[src/hw/rtl/sca_pkg.sv]
// ----------------------------------------------------------------------------
// sca_pkg: shared types and constants of the sector chain allocator
// Holds the table geometry, command and status codes, the controller states
// and the command and status bundles between controller and datapath.
// ----------------------------------------------------------------------------
package sca_pkg;

	localparam int TABLE_AW    = 10;
	localparam int TABLE_SLOTS = 1 << TABLE_AW;
	localparam int ENTRY_AW    = 5;
	localparam int MAX_ENTRIES = 1 << ENTRY_AW;
	localparam int CNT_W       = TABLE_AW + 1;
	localparam int ENT_W       = ENTRY_AW + 1;
	localparam int BYTES_W     = 18;
	localparam int SIZE_SHIFT  = 7;
	localparam int NEED_W      = BYTES_W + 1 - SIZE_SHIFT;
	localparam logic [SIZE_SHIFT-1:0] SIZE_ROUND = 7'h7F;

	typedef struct packed {
		logic                free;
		logic                last;
		logic [TABLE_AW-1:0] next;
	} link_t;

	typedef enum logic [1:0] {
		CMD_STORE  = 2'd0,
		CMD_REMOVE = 2'd1,
		CMD_PEEK   = 2'd2,
		CMD_NOP    = 2'd3
	} cmd_t;

	typedef enum logic [1:0] {
		RS_OK        = 2'd0,
		RS_DIR_FULL  = 2'd1,
		RS_NO_SPACE  = 2'd2,
		RS_BAD_INDEX = 2'd3
	} rstat_t;

	typedef enum logic [2:0] {
		ENG_CLEAR = 3'd0,
		ENG_COUNT = 3'd1,
		ENG_ALLOC = 3'd2,
		ENG_WALK  = 3'd3,
		ENG_FREE  = 3'd4,
		ENG_SHIFT = 3'd5
	} eng_op_t;

	typedef enum logic [4:0] {
		S_CLEAR,
		S_IDLE,
		S_DECODE,
		S_CNT_GO,
		S_CNT_RUN,
		S_DIR_RD,
		S_WALK_GO,
		S_WALK_RUN,
		S_CHECK,
		S_BRANCH,
		S_FREE_GO,
		S_FREE_RUN,
		S_ALLOC_GO,
		S_ALLOC_RUN,
		S_DIR_WR,
		S_SHIFT_GO,
		S_SHIFT_RUN,
		S_PEEK_RD,
		S_PEEK_WT,
		S_FIN_GO,
		S_FIN_RUN,
		S_OUT
	} state_t;

	typedef struct packed {
		logic    load;
		logic    eng_start;
		eng_op_t eng_op;
		logic    dir_rd;
		logic    chk;
		logic    dir_wr;
		logic    ent_dec;
		logic    peek_rd;
		logic    peek_cap;
		logic    out_load;
	} sca_ctl_t;

	typedef struct packed {
		cmd_t cmd;
		logic is_new;
		logic fail;
		logic busy;
	} sca_stat_t;

endpackage

[src/hw/rtl/sca_ctrl.sv]
// ----------------------------------------------------------------------------
// sca_ctrl: allocator controller
// Sequences the datapath phases for each command and runs both handshakes.
// ----------------------------------------------------------------------------
module sca_ctrl import sca_pkg::*; (
	input  logic      clk,
	input  logic      arst_n,
	input  logic      req_valid,
	output logic      req_stall,
	output logic      rsp_valid,
	input  logic      rsp_stall,
	input  sca_stat_t stat,
	output sca_ctl_t  ctl
);

	state_t state_q;
	state_t state_d;
	logic   rsp_valid_q;
	logic   slot_free;

	assign slot_free = !rsp_valid_q || !rsp_stall;

	always_comb begin
		state_d = state_q;
		case (state_q)
			S_CLEAR: begin
				if (!stat.busy)
					state_d = S_IDLE;
			end
			S_IDLE: begin
				if (req_valid)
					state_d = S_DECODE;
			end
			S_DECODE: begin
				if (stat.fail) begin
					state_d = S_FIN_GO;
				end else begin
					case (stat.cmd)
						CMD_STORE:  state_d = S_CNT_GO;
						CMD_REMOVE: state_d = S_DIR_RD;
						CMD_PEEK:   state_d = S_PEEK_RD;
						default:    state_d = S_FIN_GO;
					endcase
				end
			end
			S_CNT_GO: state_d = S_CNT_RUN;
			S_CNT_RUN: begin
				if (!stat.busy)
					state_d = stat.is_new ? S_CHECK : S_DIR_RD;
			end
			S_DIR_RD:  state_d = S_WALK_GO;
			S_WALK_GO: state_d = S_WALK_RUN;
			S_WALK_RUN: begin
				if (!stat.busy)
					state_d = (stat.cmd == CMD_REMOVE) ? S_SHIFT_GO : S_CHECK;
			end
			S_CHECK: state_d = S_BRANCH;
			S_BRANCH: begin
				if (stat.fail)
					state_d = S_FIN_GO;
				else
					state_d = stat.is_new ? S_ALLOC_GO : S_FREE_GO;
			end
			S_FREE_GO: state_d = S_FREE_RUN;
			S_FREE_RUN: begin
				if (!stat.busy)
					state_d = S_ALLOC_GO;
			end
			S_ALLOC_GO: state_d = S_ALLOC_RUN;
			S_ALLOC_RUN: begin
				if (!stat.busy)
					state_d = S_DIR_WR;
			end
			S_DIR_WR:   state_d = S_FIN_GO;
			S_SHIFT_GO: state_d = S_SHIFT_RUN;
			S_SHIFT_RUN: begin
				if (!stat.busy)
					state_d = S_FIN_GO;
			end
			S_PEEK_RD: state_d = S_PEEK_WT;
			S_PEEK_WT: state_d = S_FIN_GO;
			S_FIN_GO:  state_d = S_FIN_RUN;
			S_FIN_RUN: begin
				if (!stat.busy)
					state_d = S_OUT;
			end
			S_OUT: begin
				if (slot_free)
					state_d = S_IDLE;
			end
			default: state_d = S_IDLE;
		endcase
	end

	always_comb begin
		ctl = '{load: 1'b0, eng_start: 1'b0, eng_op: ENG_COUNT, dir_rd: 1'b0, chk: 1'b0,
			dir_wr: 1'b0, ent_dec: 1'b0, peek_rd: 1'b0, peek_cap: 1'b0, out_load: 1'b0};
		case (state_q)
			S_IDLE:   ctl.load = req_valid;
			S_CNT_GO: ctl.eng_start = 1'b1;
			S_DIR_RD: ctl.dir_rd = 1'b1;
			S_WALK_GO: begin
				ctl.eng_start = 1'b1;
				ctl.eng_op    = (stat.cmd == CMD_REMOVE) ? ENG_FREE : ENG_WALK;
			end
			S_CHECK: ctl.chk = 1'b1;
			S_FREE_GO: begin
				ctl.eng_start = 1'b1;
				ctl.eng_op    = ENG_FREE;
			end
			S_ALLOC_GO: begin
				ctl.eng_start = 1'b1;
				ctl.eng_op    = ENG_ALLOC;
			end
			S_DIR_WR: ctl.dir_wr = 1'b1;
			S_SHIFT_GO: begin
				ctl.eng_start = 1'b1;
				ctl.eng_op    = ENG_SHIFT;
			end
			S_SHIFT_RUN: ctl.ent_dec = !stat.busy;
			S_PEEK_RD:   ctl.peek_rd = 1'b1;
			S_PEEK_WT:   ctl.peek_cap = 1'b1;
			S_FIN_GO:    ctl.eng_start = 1'b1;
			S_OUT:       ctl.out_load = slot_free;
			default:     ctl.load = 1'b0;
		endcase
	end

	always_ff @(posedge clk or negedge arst_n) begin
		if (!arst_n) begin
			state_q     <= S_CLEAR;
			rsp_valid_q <= 1'b0;
		end else begin
			state_q <= state_d;
			if (ctl.out_load)
				rsp_valid_q <= 1'b1;
			else if (!rsp_stall)
				rsp_valid_q <= 1'b0;
		end
	end

	assign req_stall = (state_q != S_IDLE);
	assign rsp_valid = rsp_valid_q;

endmodule

[config.mk]
export PLATFORM = sky130hd
export DESIGN_NAME = sca_ctrl
export DESIGN_NICKNAME = d
export VERILOG_FILES = /design/src/hw/rtl/sca_pkg.sv /design/src/hw/rtl/sca_ctrl.sv
export SDC_FILE = /design/constraint.sdc
export NUM_CORES = 1
export LEC_CHECK = 0
export BUFFER_PORTS_ARGS = -buffer_cell sky130_fd_sc_hd__buf_4
export CORE_MARGIN = 2
export CORE_UTILIZATION = 40
export DETAILED_ROUTE_END_ITERATION = 6
export GPL_TIMING_DRIVEN = 1
export PLACE_DENSITY = 0.68
export RECOVER_POWER = 50
export SLEW_MARGIN = 20
export SYNTH_ARGS = -nofsm -noshare
export SYNTH_HDL_FRONTEND = slang
export SYNTH_SLANG_ARGS = --single-unit
export TNS_END_PERCENT = 50
[constraint.sdc]
create_clock -name clk -period 2.55 [get_ports clk]
set_input_delay 0.3825 -clock clk [delete_from_list [all_inputs] [get_ports clk]]
set_output_delay 0.3825 -clock clk [all_outputs]
set_load 0.01 [all_outputs]
After elaboration in Yosys (flattened, before gate mapping)
Index checks and enable logic that the tools add are counted.
{ "word_totals": {"output_inout_bits": 14, "romBits": 0, "word_cells": 74, "mem_bits_rw": 0, "in_bits": 9, "mem_count": 0, "reg_bits": 6, "latchBits": 0} }
{ "op_classes": {"shifts": 0, "n_reduce_logical": 9, "muxes": 29, "add_sub_neg": 0, "div_mod_pow": 0, "n_eq_ne": 34, "bitwise_logic": 0, "n_lt_le_gt_ge": 0, "n_mul": 0} }
{ "op_table": {"columns": ["op", "count"], "rows": [
  ["$pmux 5 s21", 1],
  ["$mux 5", 11],
  ["$eq 5x4->1 const B", 8],
  ["$eq 5x5->1 const B", 6],
  ["$eq 5x3->1 const B", 4],
  ["$ne 2x2->1 const B", 9],
  ["$pmux 5 s3", 1],
  ["$pmux 3 s4", 1],
  ["$mux 1", 11],
  ["$eq 5x2->1 const B", 2],
  ["$mux 3", 3],
  ["$reduce_and 9->1", 1],
  ["$reduce_or 6->1", 1],
  ["$eq 5x1->1 const B", 1],
  ["$logic_not 5->1", 1],
  ["$ne 5x1->1 const B", 1],
  ["$mux 4", 1],
  ["$logic_not 1->1", 3],
  ["$eq 2x1->1 const B", 1],
  ["$eq 2x2->1 const B", 1],
  ["$logic_not 2->1", 1],
  ["$ne 2x1->1 const B", 1],
  ["$reduce_or 2->1", 1],
  ["$logic_or 1x1->1", 1]
]} }

Depth between registers and ports, before layout
Gate-level depths: netlist of the first run.
{ "logic_depth": {"word_depth": 4, "mapped_depth": 7, "depth_no_buf": 7} }

Worst setup path after synthesis of the first run
OpenSTA, ideal clock, no wires.
{ "synth_timing": {"path_type": "register to output", "from": "reg state_q[3]", "to": "out ctl[9] (netlist name)", "path_stages_with_launch": 8, "t_arrival_ns": 1.503, "setup_slack_ns": 0.665, "t_required_ns": 2.168, "n_path_buf": 3, "cell_sequence": "dfrtp_1 buf_6 clkbuf_1 clkbuf_1 mux2i_1 nor2_1 a31oi_1 nor3b_1"} }
{ "synth_rtl": {"columns": ["item", "line_no", "rtl"], "rows": [
  ["from (decl)", "sca_ctrl.sv:16", "state_t state_q;"],
  ["from (signal assigned)", "sca_ctrl.sv:134", "state_q <= state_d;"],
  ["to (decl)", "sca_ctrl.sv:13", "output sca_ctl_t ctl"]
]} }

Worst setup path in the final report of the first run
{ "layout_timing": {"from": "reg state_q[0]", "to": "reg state_q[0]"} }
{ "layout_via": {"elab_chain_len": 3, "elab_cells_between_ends": 34, "classes_between": "eq/ne (30); mux (1); reduce/logical (3)"} }
{ "layout_lines": {"columns": ["item", "line_no", "rtl"], "rows": [
  ["$eq 5x5->1 (tied with other cells)", "sca_ctrl.sv:25", "case (state_q)"],
  ["$reduce_or 2->1 (no source line) / $ne 2x2->1 (equally long branches)", null, null],
  ["$pmux 5 s21 / $reduce_and 9->1 (equally long branches)", null, null]
]} }
Several ways; a longest one is shown, not always the timed one.
A chain may end at the register's enable or synchronous reset.

==> results.py, run 1 <==
metrics = {
    "cts": {
        "clock_tree_from_tritoncts": "yes",
        "htree_levels": 1,
        "numCtsBuffers": 3,
        "clock_sink_count": 6,
        "cts.reportedPaths.clkPinSlew_ns": 0.04,
        "cts_setup_buffers": 0,
        "clock_tree_buffer_depth": 2,
        "clock_tree.root_cell": "sky130_fd_sc_hd__clkbuf_4",
        "clock_insertion_delay_worst_skew_ns": 0.24,
    },
    "sta": {
        "setup_repair_after_global_routing_missed_its_margin": "no",
        "final-hold-violation-count": 0,
        "period_share_pct": 86.4,
        "final.setup_skew_ns": 0.00444,
        "period_minus_slack_ns": 2.20,
        "pins_over_slew_limit": 0,
        "slew-limit-headroom_pct": 56.9,
        "setup_viol_count_final": 0,
        "worst-slew-pin-transition_ns": 0.647,
        "fin_ws_ns": 0.346,
        "max_clock_freq_mhz": 454,
        "final.setup.tns_ns": 0,
    },
    "worst_setup_path": {
        "setup.reg_to_reg.worst_slack_ns": 0.35,
        "timing.critical_path.depth": 5,
        "timing.critical_path.from": "state_q[0]",
        "list_of_cells_traversed_by_the_critical_path": "nor3b_1 -> nand2_1 -> o22ai_1 -> nor2_2 -> mux2_4",
        "critical_path_cell_with_the_highest_stage_delay": "sky130_fd_sc_hd__dfrtp_1",
        "timing.rr.start": "state_q[0]",
        "worst-endpoint-arrival_ns": 2.33,
        "cp-start-kind": "flip-flop",
        "largest_stage_delay_on_the_critical_path_ns": 0.74,
        "critical_path.max_fanout": 21,
        "rr_worst_depth": 5,
        "r2r_end": "state_q[0]",
        "crit_buf_inv": 0,
        "critical_path_rt_ns": 2.67,
        "worstSetupEndpoint": "state_q[0]",
        "worst_setup_path_end_kind": "flip-flop",
        "cpLargestDelayFamily": "flip-flops",
        "worstSetupPathType": "flip-flop to flip-flop",
    },
    "power_and_ir_drop": {
        "fin_total_pwr_uw": 1380,
        "combinationalPowerShare_pct": 72.7,
        "irDropWorstVdd_mv": 0.605,
        "leakagePower_uw": 0.000502,
        "pwr_density_cell_nw_per_um2": 1240,
        "p_switching_uw": 715,
        "pwr-share-clk_pct": 6.2,
        "sw_frac_of_total_pct": 51.8,
        "power.sequential.fraction_pct": 21.1,
        "p_int_uw": 666,
    },
    "detailed_routing": {
        "vias_per_cell": 5.88,
        "postRouteWirelength_um": 2490,
        "antenna_left": 0,
        "drt_drc_violations_left": 0,
        "drtIter0Drc": 31,
        "vias": 1029,
        "routed_wire_length_per_instance_um": 14.3,
        "detail_route.first_pass.iterations": 4,
    },
    "global_routing": {
        "remaining_global_route_overflow": 0,
        "wire_length_of_the_first_global_routing_pass_um": 4080,
        "grt_antenna_before_repair": 0,
        "grt_max_degree": 22,
        "first_global_vias": 913,
        "global_route.usage.total_pct": 19.7,
    },
    "yosys": {
        "synthTopCellsByArea": "sky130_fd_sc_hd__dfrtp_1, sky130_fd_sc_hd__ha_1, sky130_fd_sc_hd__nor2_1, sky130_fd_sc_hd__nor2b_1, sky130_fd_sc_hd__a21oi_1",
        "ys_seq_area_share_pct": 16.2,
        "synth_top_area_share_pct": 16.2,
        "synth.distinct_cells": 44,
        "postSynthCellCount": 128,
        "avgSynthCellArea_sq_um": 7.25,
        "ys_warn_count": 0,
        "syn-cell-area_sq_um": 928,
        "synth_top_area_cell": "sky130_fd_sc_hd__dfrtp_1",
        "synth.net_count": 141,
        "postSynthRegisterBits": 6,
    },
    "floorplanning": {
        "fp.coreArea_sq_um": 2210,
        "die-width_um": 52.2,
        "initial_utilization_pct": 42.0,
        "design.die.area_sq_um": 2720,
        "row_count": 17,
        "die-height_um": 52.2,
        "pin_count": 23,
    },
    "final_layout": {
        "final_cell_count_no_fill": 175,
        "fill_cells": 232,
        "finished_cell_area_sq_um": 1120,
        "post_route_cells_drive_above_1_share_pct": 20.4,
        "diode_insertion_count_for_antenna_repair": 0,
        "area_growth_pct": 20.4,
        "fin_nets": 162,
    },
    "place": {
        "io_buffer_count": 22,
        "numPlacedInstances": 171,
        "detailedPlacementHpwl_um": 1840,
        "postPlaceCellArea_sq_um": 1110,
        "gpl.final_weighted_congestion": 0.866,
        "dp_worst_setup_slack_ns": 0.408,
    },
    "min_path": {
        "hold_class": "primary input to flip-flop",
        "min_delay_path_depth": 3,
    },
    "status": {
        "run_status": "completed",
    },
    "run": {
        "max_cap_violations": 0,
    },
}
layout by cell type, fill, tap and decap left out, types with 3 or more instances in the layout:
cell / netlist / routed
sky130_fd_sc_hd__buf_4: 0 / 20
sky130_fd_sc_hd__nor2_1: 10 / 10
sky130_fd_sc_hd__nand2_1: 9 / 9
sky130_fd_sc_hd__a21oi_1: 7 / 7
sky130_fd_sc_hd__o21ai_0: 7 / 7
sky130_fd_sc_hd__inv_1: 6 / 6
sky130_fd_sc_hd__nor2b_1: 6 / 6
sky130_fd_sc_hd__clkbuf_1: 6 / 6
sky130_fd_sc_hd__dfrtp_1: 6 / 6
sky130_fd_sc_hd__nand3_1: 5 / 5
sky130_fd_sc_hd__and3_1: 5 / 5
sky130_fd_sc_hd__nand2b_1: 5 / 5
sky130_fd_sc_hd__a31oi_1: 5 / 5
sky130_fd_sc_hd__nor3_1: 5 / 5
sky130_fd_sc_hd__ha_1: 4 / 4
sky130_fd_sc_hd__nor3b_1: 3 / 3
sky130_fd_sc_hd__mux2i_1: 3 / 3
sky130_fd_sc_hd__clkbuf_4: 0 / 3
metal layers:
metal	vias to the layer above	routed length [um]	GRT usage (%)
met1	474	1160	28.0
met3	2	159	2.57
met2	38	1160	31.9
met4	0	12	4.27
met5	-	0	0
li1	515	-	-
cells by family (layout without fill, tap and decap cells):
logic type,after synthesis,count (layout),share of synthesized area (%)
AND/OR/NAND/NOR,53,53,30.3
multiplexers,5,5,6.47
adder cells (fa/ha/maj),4,4,5.39
XOR/XNOR,1,1,0.944
buffers and inverters,18,37,8.49
AO/OA/AOI/OAI,41,41,32.2
flip-flops,6,6,16.2
registers in the layout (all words and copies together), names as in the netlist:
register and count:
rsp_valid 1, state_q 5
metrics by stage:
stage	utilization, %	hold WS (ns)
finish	50.5	0.388
global placement	50.2	0.190
CTS	51.6	0.381
global route	50.5	0.396
floorplan	-	0.0869
detailed placement	50.2	0.189
tightest hold or removal path: stages:
cell                      delay, ns
sky130_fd_sc_hd__buf_4         0.08
sky130_fd_sc_hd__nand2_1       0.06
sky130_fd_sc_hd__nand2_1       0.07
cell type report:
type	count	area [sq um]	area share, %
flip-flops and latches	6	150	13.4
well taps	28	35.0	3.14
clock buffers	3	22.5	2.02
inverters	6	22.5	2.02
multi-input cells	104	699	62.6
repair buffers	28	188	16.8
cells in the mapped netlist (all sizes together):
cell / count
nor2: 11
nand2: 9
o21ai: 8
a21oi: 7
buf: 6
clkbuf: 6
dfrtp: 6
inv: 6
nor2b: 6
a31oi: 5
and3: 5
nand2b: 5
nand3: 5
nor3: 5
ha: 4
mux2i: 3
nor3b: 3
a211o: 2
a221oi: 2
a2bb2oi: 2
a32oi: 2
mux2: 2
o21a: 2
o22ai: 2
or3: 2
a2111o: 1
a211oi: 1
a22o: 1
a22oi: 1
a32o: 1
nand3b: 1
nor4: 1
o2111ai: 1
o211ai: 1
o21bai: 1
o31ai: 1
xnor2: 1
power groups by stage:
| stage | combinational (uW) | sequential, uW | clock [uW] |
|---|---|---|---|
| 2_1_floorplan | 868 | 172 | 0 |
| 3_3_place_gp | 1000 | 287 | 0 |
| 3_5_place_dp | 1020 | 286 | 0 |
| 4_1_cts | 1020 | 287 | 89.0 |
| 5_1_grt | 1110 | 308 | 95.1 |
| 6_report | 1000 | 292 | 85.0 |
worst min path at each step:
stage                    from        end
global placement       arst_n  rsp_valid
global route        rsp_stall  rsp_valid
CTS                 rsp_stall  rsp_valid
detailed placement     arst_n  rsp_valid
finish              rsp_stall  rsp_valid
floorplan              arst_n  rsp_valid
what timing repair did:
item,in CTS,in global routing
hold endpoints to repair,6,0
resized for setup,0,0
hold buffers,1,0
Power figures use the tool's default switching activity.
==> inputs of run 2 (changes only) <==
--- a/config.mk
+++ b/config.mk
@@ -7,2 +7,3 @@
 export LEC_CHECK = 0
+export ABC_AREA = 1
 export BUFFER_PORTS_ARGS = -buffer_cell sky130_fd_sc_hd__buf_4
==> constraint.sdc (replaced) <==
create_clock -name clk -period 2.55 [get_ports clk]
set_input_delay 0.255 -clock clk [delete_from_list [all_inputs] [get_ports clk]]
set_output_delay 0.255 -clock clk [all_outputs]
set_load 0.01 [all_outputs]
==> run 2 against run 1 <==
Net effect:
- worst setup slack improved by 0.12 ns
- clock skew fell by 0.0027 ns
- wire length fell by 2.0%
- critical path depth rose by 2
- core utilization rose by 2.4 points
- power fell by 27%
- synthesized cell count rose by 23%
- combinational power fell by 27%
- flip-flop and latch count did not move
==> results.py, run 2 <==
metrics = {
    "cts": {
        "clock_tree_from_tritoncts": "yes",
        "cts.repair.resized": 0,
        "clock_tree.root_cell": "sky130_fd_sc_hd__clkbuf_4",
        "clock_tree_buffer_depth": 2,
        "htree_levels": 1,
        "clock_sink_count": 6,
        "numCtsBuffers": 3,
        "clock_insertion_delay_worst_skew_ns": 0.25,
        "cts_setup_buffers": 0,
        "cts.reportedPaths.clkPinSlew_ns": 0.04,
    },
    "place": {
        "io_buffer_count": 22,
        "gpl.final_weighted_congestion": 0.983,
        "detailedPlacementHpwl_um": 2060,
        "postPlaceCellArea_sq_um": 1050,
        "numPlacedInstances": 206,
    },
    "yosys": {
        "synth_top_area_share_pct": 21.3,
        "postSynthCellCount": 158,
        "most_numerous_cell_in_the_yosys_netlist": "sky130_fd_sc_hd__nand2_1",
        "synth_top_area_cell": "sky130_fd_sc_hd__nand2_1",
        "synth.distinct_cells": 23,
        "synthTopCellsByArea": "sky130_fd_sc_hd__nand2_1, sky130_fd_sc_hd__dfrtp_1, sky130_fd_sc_hd__nor2_1, sky130_fd_sc_hd__inv_1, sky130_fd_sc_hd__nand3_1",
        "avgSynthCellArea_sq_um": 5.46,
        "synth_async_sr_flop_share_pct": 100,
        "syn-cell-area_sq_um": 862,
        "synth_edf_count": 0,
        "synth_top_flop_cell": "sky130_fd_sc_hd__dfrtp_1",
        "postSynthRegisterBits": 6,
        "synth.net_count": 171,
        "yosys-top-cells-count": "sky130_fd_sc_hd__nand2_1, sky130_fd_sc_hd__nor2_1, sky130_fd_sc_hd__inv_1",
        "ys_seq_area_share_pct": 17.4,
        "ys_warn_count": 0,
    },
    "power_and_ir_drop": {
        "pwr_density_cell_nw_per_um2": 957,
        "p_switching_uw": 567,
        "sw_frac_of_total_pct": 55.9,
        "leakagePower_uw": 0.000662,
        "power.sequential.fraction_pct": 19.4,
        "combinationalPowerShare_pct": 71.9,
        "p_int_uw": 447,
        "fin_total_pwr_uw": 1010,
        "pwr-share-clk_pct": 8.7,
        "irDropWorstVdd_mv": 0.479,
    },
    "global_routing": {
        "grt_max_degree": 10,
        "wire_length_of_the_first_global_routing_pass_um": 4040,
        "global_route.usage.total_pct": 20.7,
        "first_global_vias": 966,
        "grt_antenna_before_repair": 0,
        "remaining_global_route_overflow": 0,
    },
    "final_layout": {
        "regMostFlops": "state_q",
        "diode_insertion_count_for_antenna_repair": 0,
        "post_route_cells_drive_above_1_share_pct": 15.8,
        "most-common-layout-cells": "sky130_fd_sc_hd__nand2_1, sky130_fd_sc_hd__inv_1, sky130_fd_sc_hd__nor2_1, sky130_fd_sc_hd__nand3_1, sky130_fd_sc_hd__buf_4",
        "final_cell_count_no_fill": 210,
        "area_growth_pct": 22.9,
        "layout_utilization_pct": 52.9,
        "most_common_library_cell_in_the_layout_ignoring_fill_and_taps": "sky130_fd_sc_hd__nand2_1",
        "largest_register_ffs": 5,
        "finished_cell_area_sq_um": 1060,
        "fin_nets": 198,
    },
    "sta": {
        "slew-limit-headroom_pct": 66.7,
        "final.setup.tns_ns": 0,
        "setup_viol_count_final": 0,
        "setup_repair_after_global_routing_missed_its_margin": "no",
        "period_minus_slack_ns": 2.08,
        "period_share_pct": 81.7,
        "max_clock_freq_mhz": 480,
        "final.setup_skew_ns": 0.00179,
        "pins_over_slew_limit": 0,
        "worst-slew-pin-transition_ns": 0.497,
        "final-hold-violation-count": 0,
    },
    "floorplanning": {
        "die-height_um": 50.4,
        "design.die.area_sq_um": 2540,
        "row_count": 16,
        "pin_count": 23,
        "initial_utilization_pct": 43.1,
        "die-width_um": 50.4,
        "fp.coreArea_sq_um": 2000,
    },
    "worst_setup_path": {
        "worstSetupPathType": "flip-flop to primary output",
        "worst-endpoint-arrival_ns": 1.83,
        "cp-start-kind": "flip-flop",
        "critical_path_rt_ns": 2.30,
        "critical_path.max_fanout": 9,
        "worst_setup_path_end_kind": "primary output",
    },
    "detailed_routing": {
        "postRouteWirelength_um": 2440,
        "detail_route.first_pass.iterations": 4,
        "antenna_left": 0,
        "vias": 1073,
        "drtIter0Drc": 66,
        "routed_wire_length_per_instance_um": 11.6,
        "vias_per_cell": 5.11,
        "drt_drc_violations_left": 0,
    },
    "status": {
        "run_status": "completed",
    },
    "run": {
        "max_cap_violations": 0,
    },
    "min_path": {
        "hold_class": "primary input to flip-flop",
    },
}
[run 2: cell types whose count changed after synthesis, moves of 6 or more]
cell	change
sky130_fd_sc_hd__nand3_1	+12
sky130_fd_sc_hd__nor2b_1	-6
sky130_fd_sc_hd__a21oi_1	-6
sky130_fd_sc_hd__nand2_1	+40
sky130_fd_sc_hd__clkbuf_1	-6
sky130_fd_sc_hd__inv_1	+20
sky130_fd_sc_hd__nor2_1	+17
[run 2: logic make-up (layout without fill, tap and decap cells)]
group | count (synthesis) | after routing | synth area share, %
AND/OR/NAND/NOR | 107 | 107 | 54.7
buffers and inverters | 30 | 55 | 14.2
flip-flops | 6 | 6 | 17.4
AO/OA/AOI/OAI | 11 | 11 | 7.84
adder cells (fa/ha/maj) | 4 | 4 | 5.81
[run 2: layout make-up]
cell class	instances	area, sq um
clock buffer	3	22.5
timing repair buffer	23	160
fill	224	942
sequential	6	150
tap	27	33.8
inverter	29	109
multi-input combinational	122	584
[run 2: stage by stage]
step                      worst slack (ns)  hold slack, ns
after floorplan                       1.11         -0.0406
after global placement               0.851          0.0631
after detailed placement             0.823          0.0670
after CTS                            0.559           0.239
after global routing                 0.284           0.256
final                                0.467           0.239
[run 2: critical path, cell delays in order (launching register included)]
cell and delay [ns]:
sky130_fd_sc_hd__dfrtp_1 0.54, sky130_fd_sc_hd__inv_1 0.19, sky130_fd_sc_hd__nand3_1 0.16, sky130_fd_sc_hd__inv_1 0.10, sky130_fd_sc_hd__a21oi_1 0.25, sky130_fd_sc_hd__nand3_1 0.13, sky130_fd_sc_hd__nand3_1 0.09, sky130_fd_sc_hd__buf_4 0.12
[run 2: path summary, 6_finish.rpt]
kind | slack (ns) | cells after the start | endpoint | startpoint
setup / recovery | 0.47 | 7 | ctl[7] | state_q[4]
hold / removal | 0.24 | 3 | rsp_valid | rsp_stall
setup reg to reg | 0.80 | 9 | state_q[2] | state_q[4]
hold reg to reg | 0.49 | 2 | rsp_valid | rsp_valid
max in group asynchronous | 1.90 | 2 | state_q[0] | arst_n
min in group asynchronous | 0.41 | 2 | state_q[1] | arst_n
[run 2: timing repair]
action	4_1_cts	5_1_grt
hold buffers	1	0
endpoints found under the hold margin	6	0
setup endpoints to repair	0	0
[run 2: routing by layer]
layer / GRT usage [%] / routed length [um]
met3: 4.46 / 226
met4: 8.11 / 31
met5: 0 / 0
met2: 33.6 / 1140
met1: 26.6 / 1050
[run 2: power by group through the flow]
stage	Sequential [uW]	Combinational [uW]	Clock, uW
global placement	199	740	0
floorplan	174	552	0
global route	205	825	99.7
CTS	197	736	91.5
detailed placement	199	731	0
finish	197	729	88.7
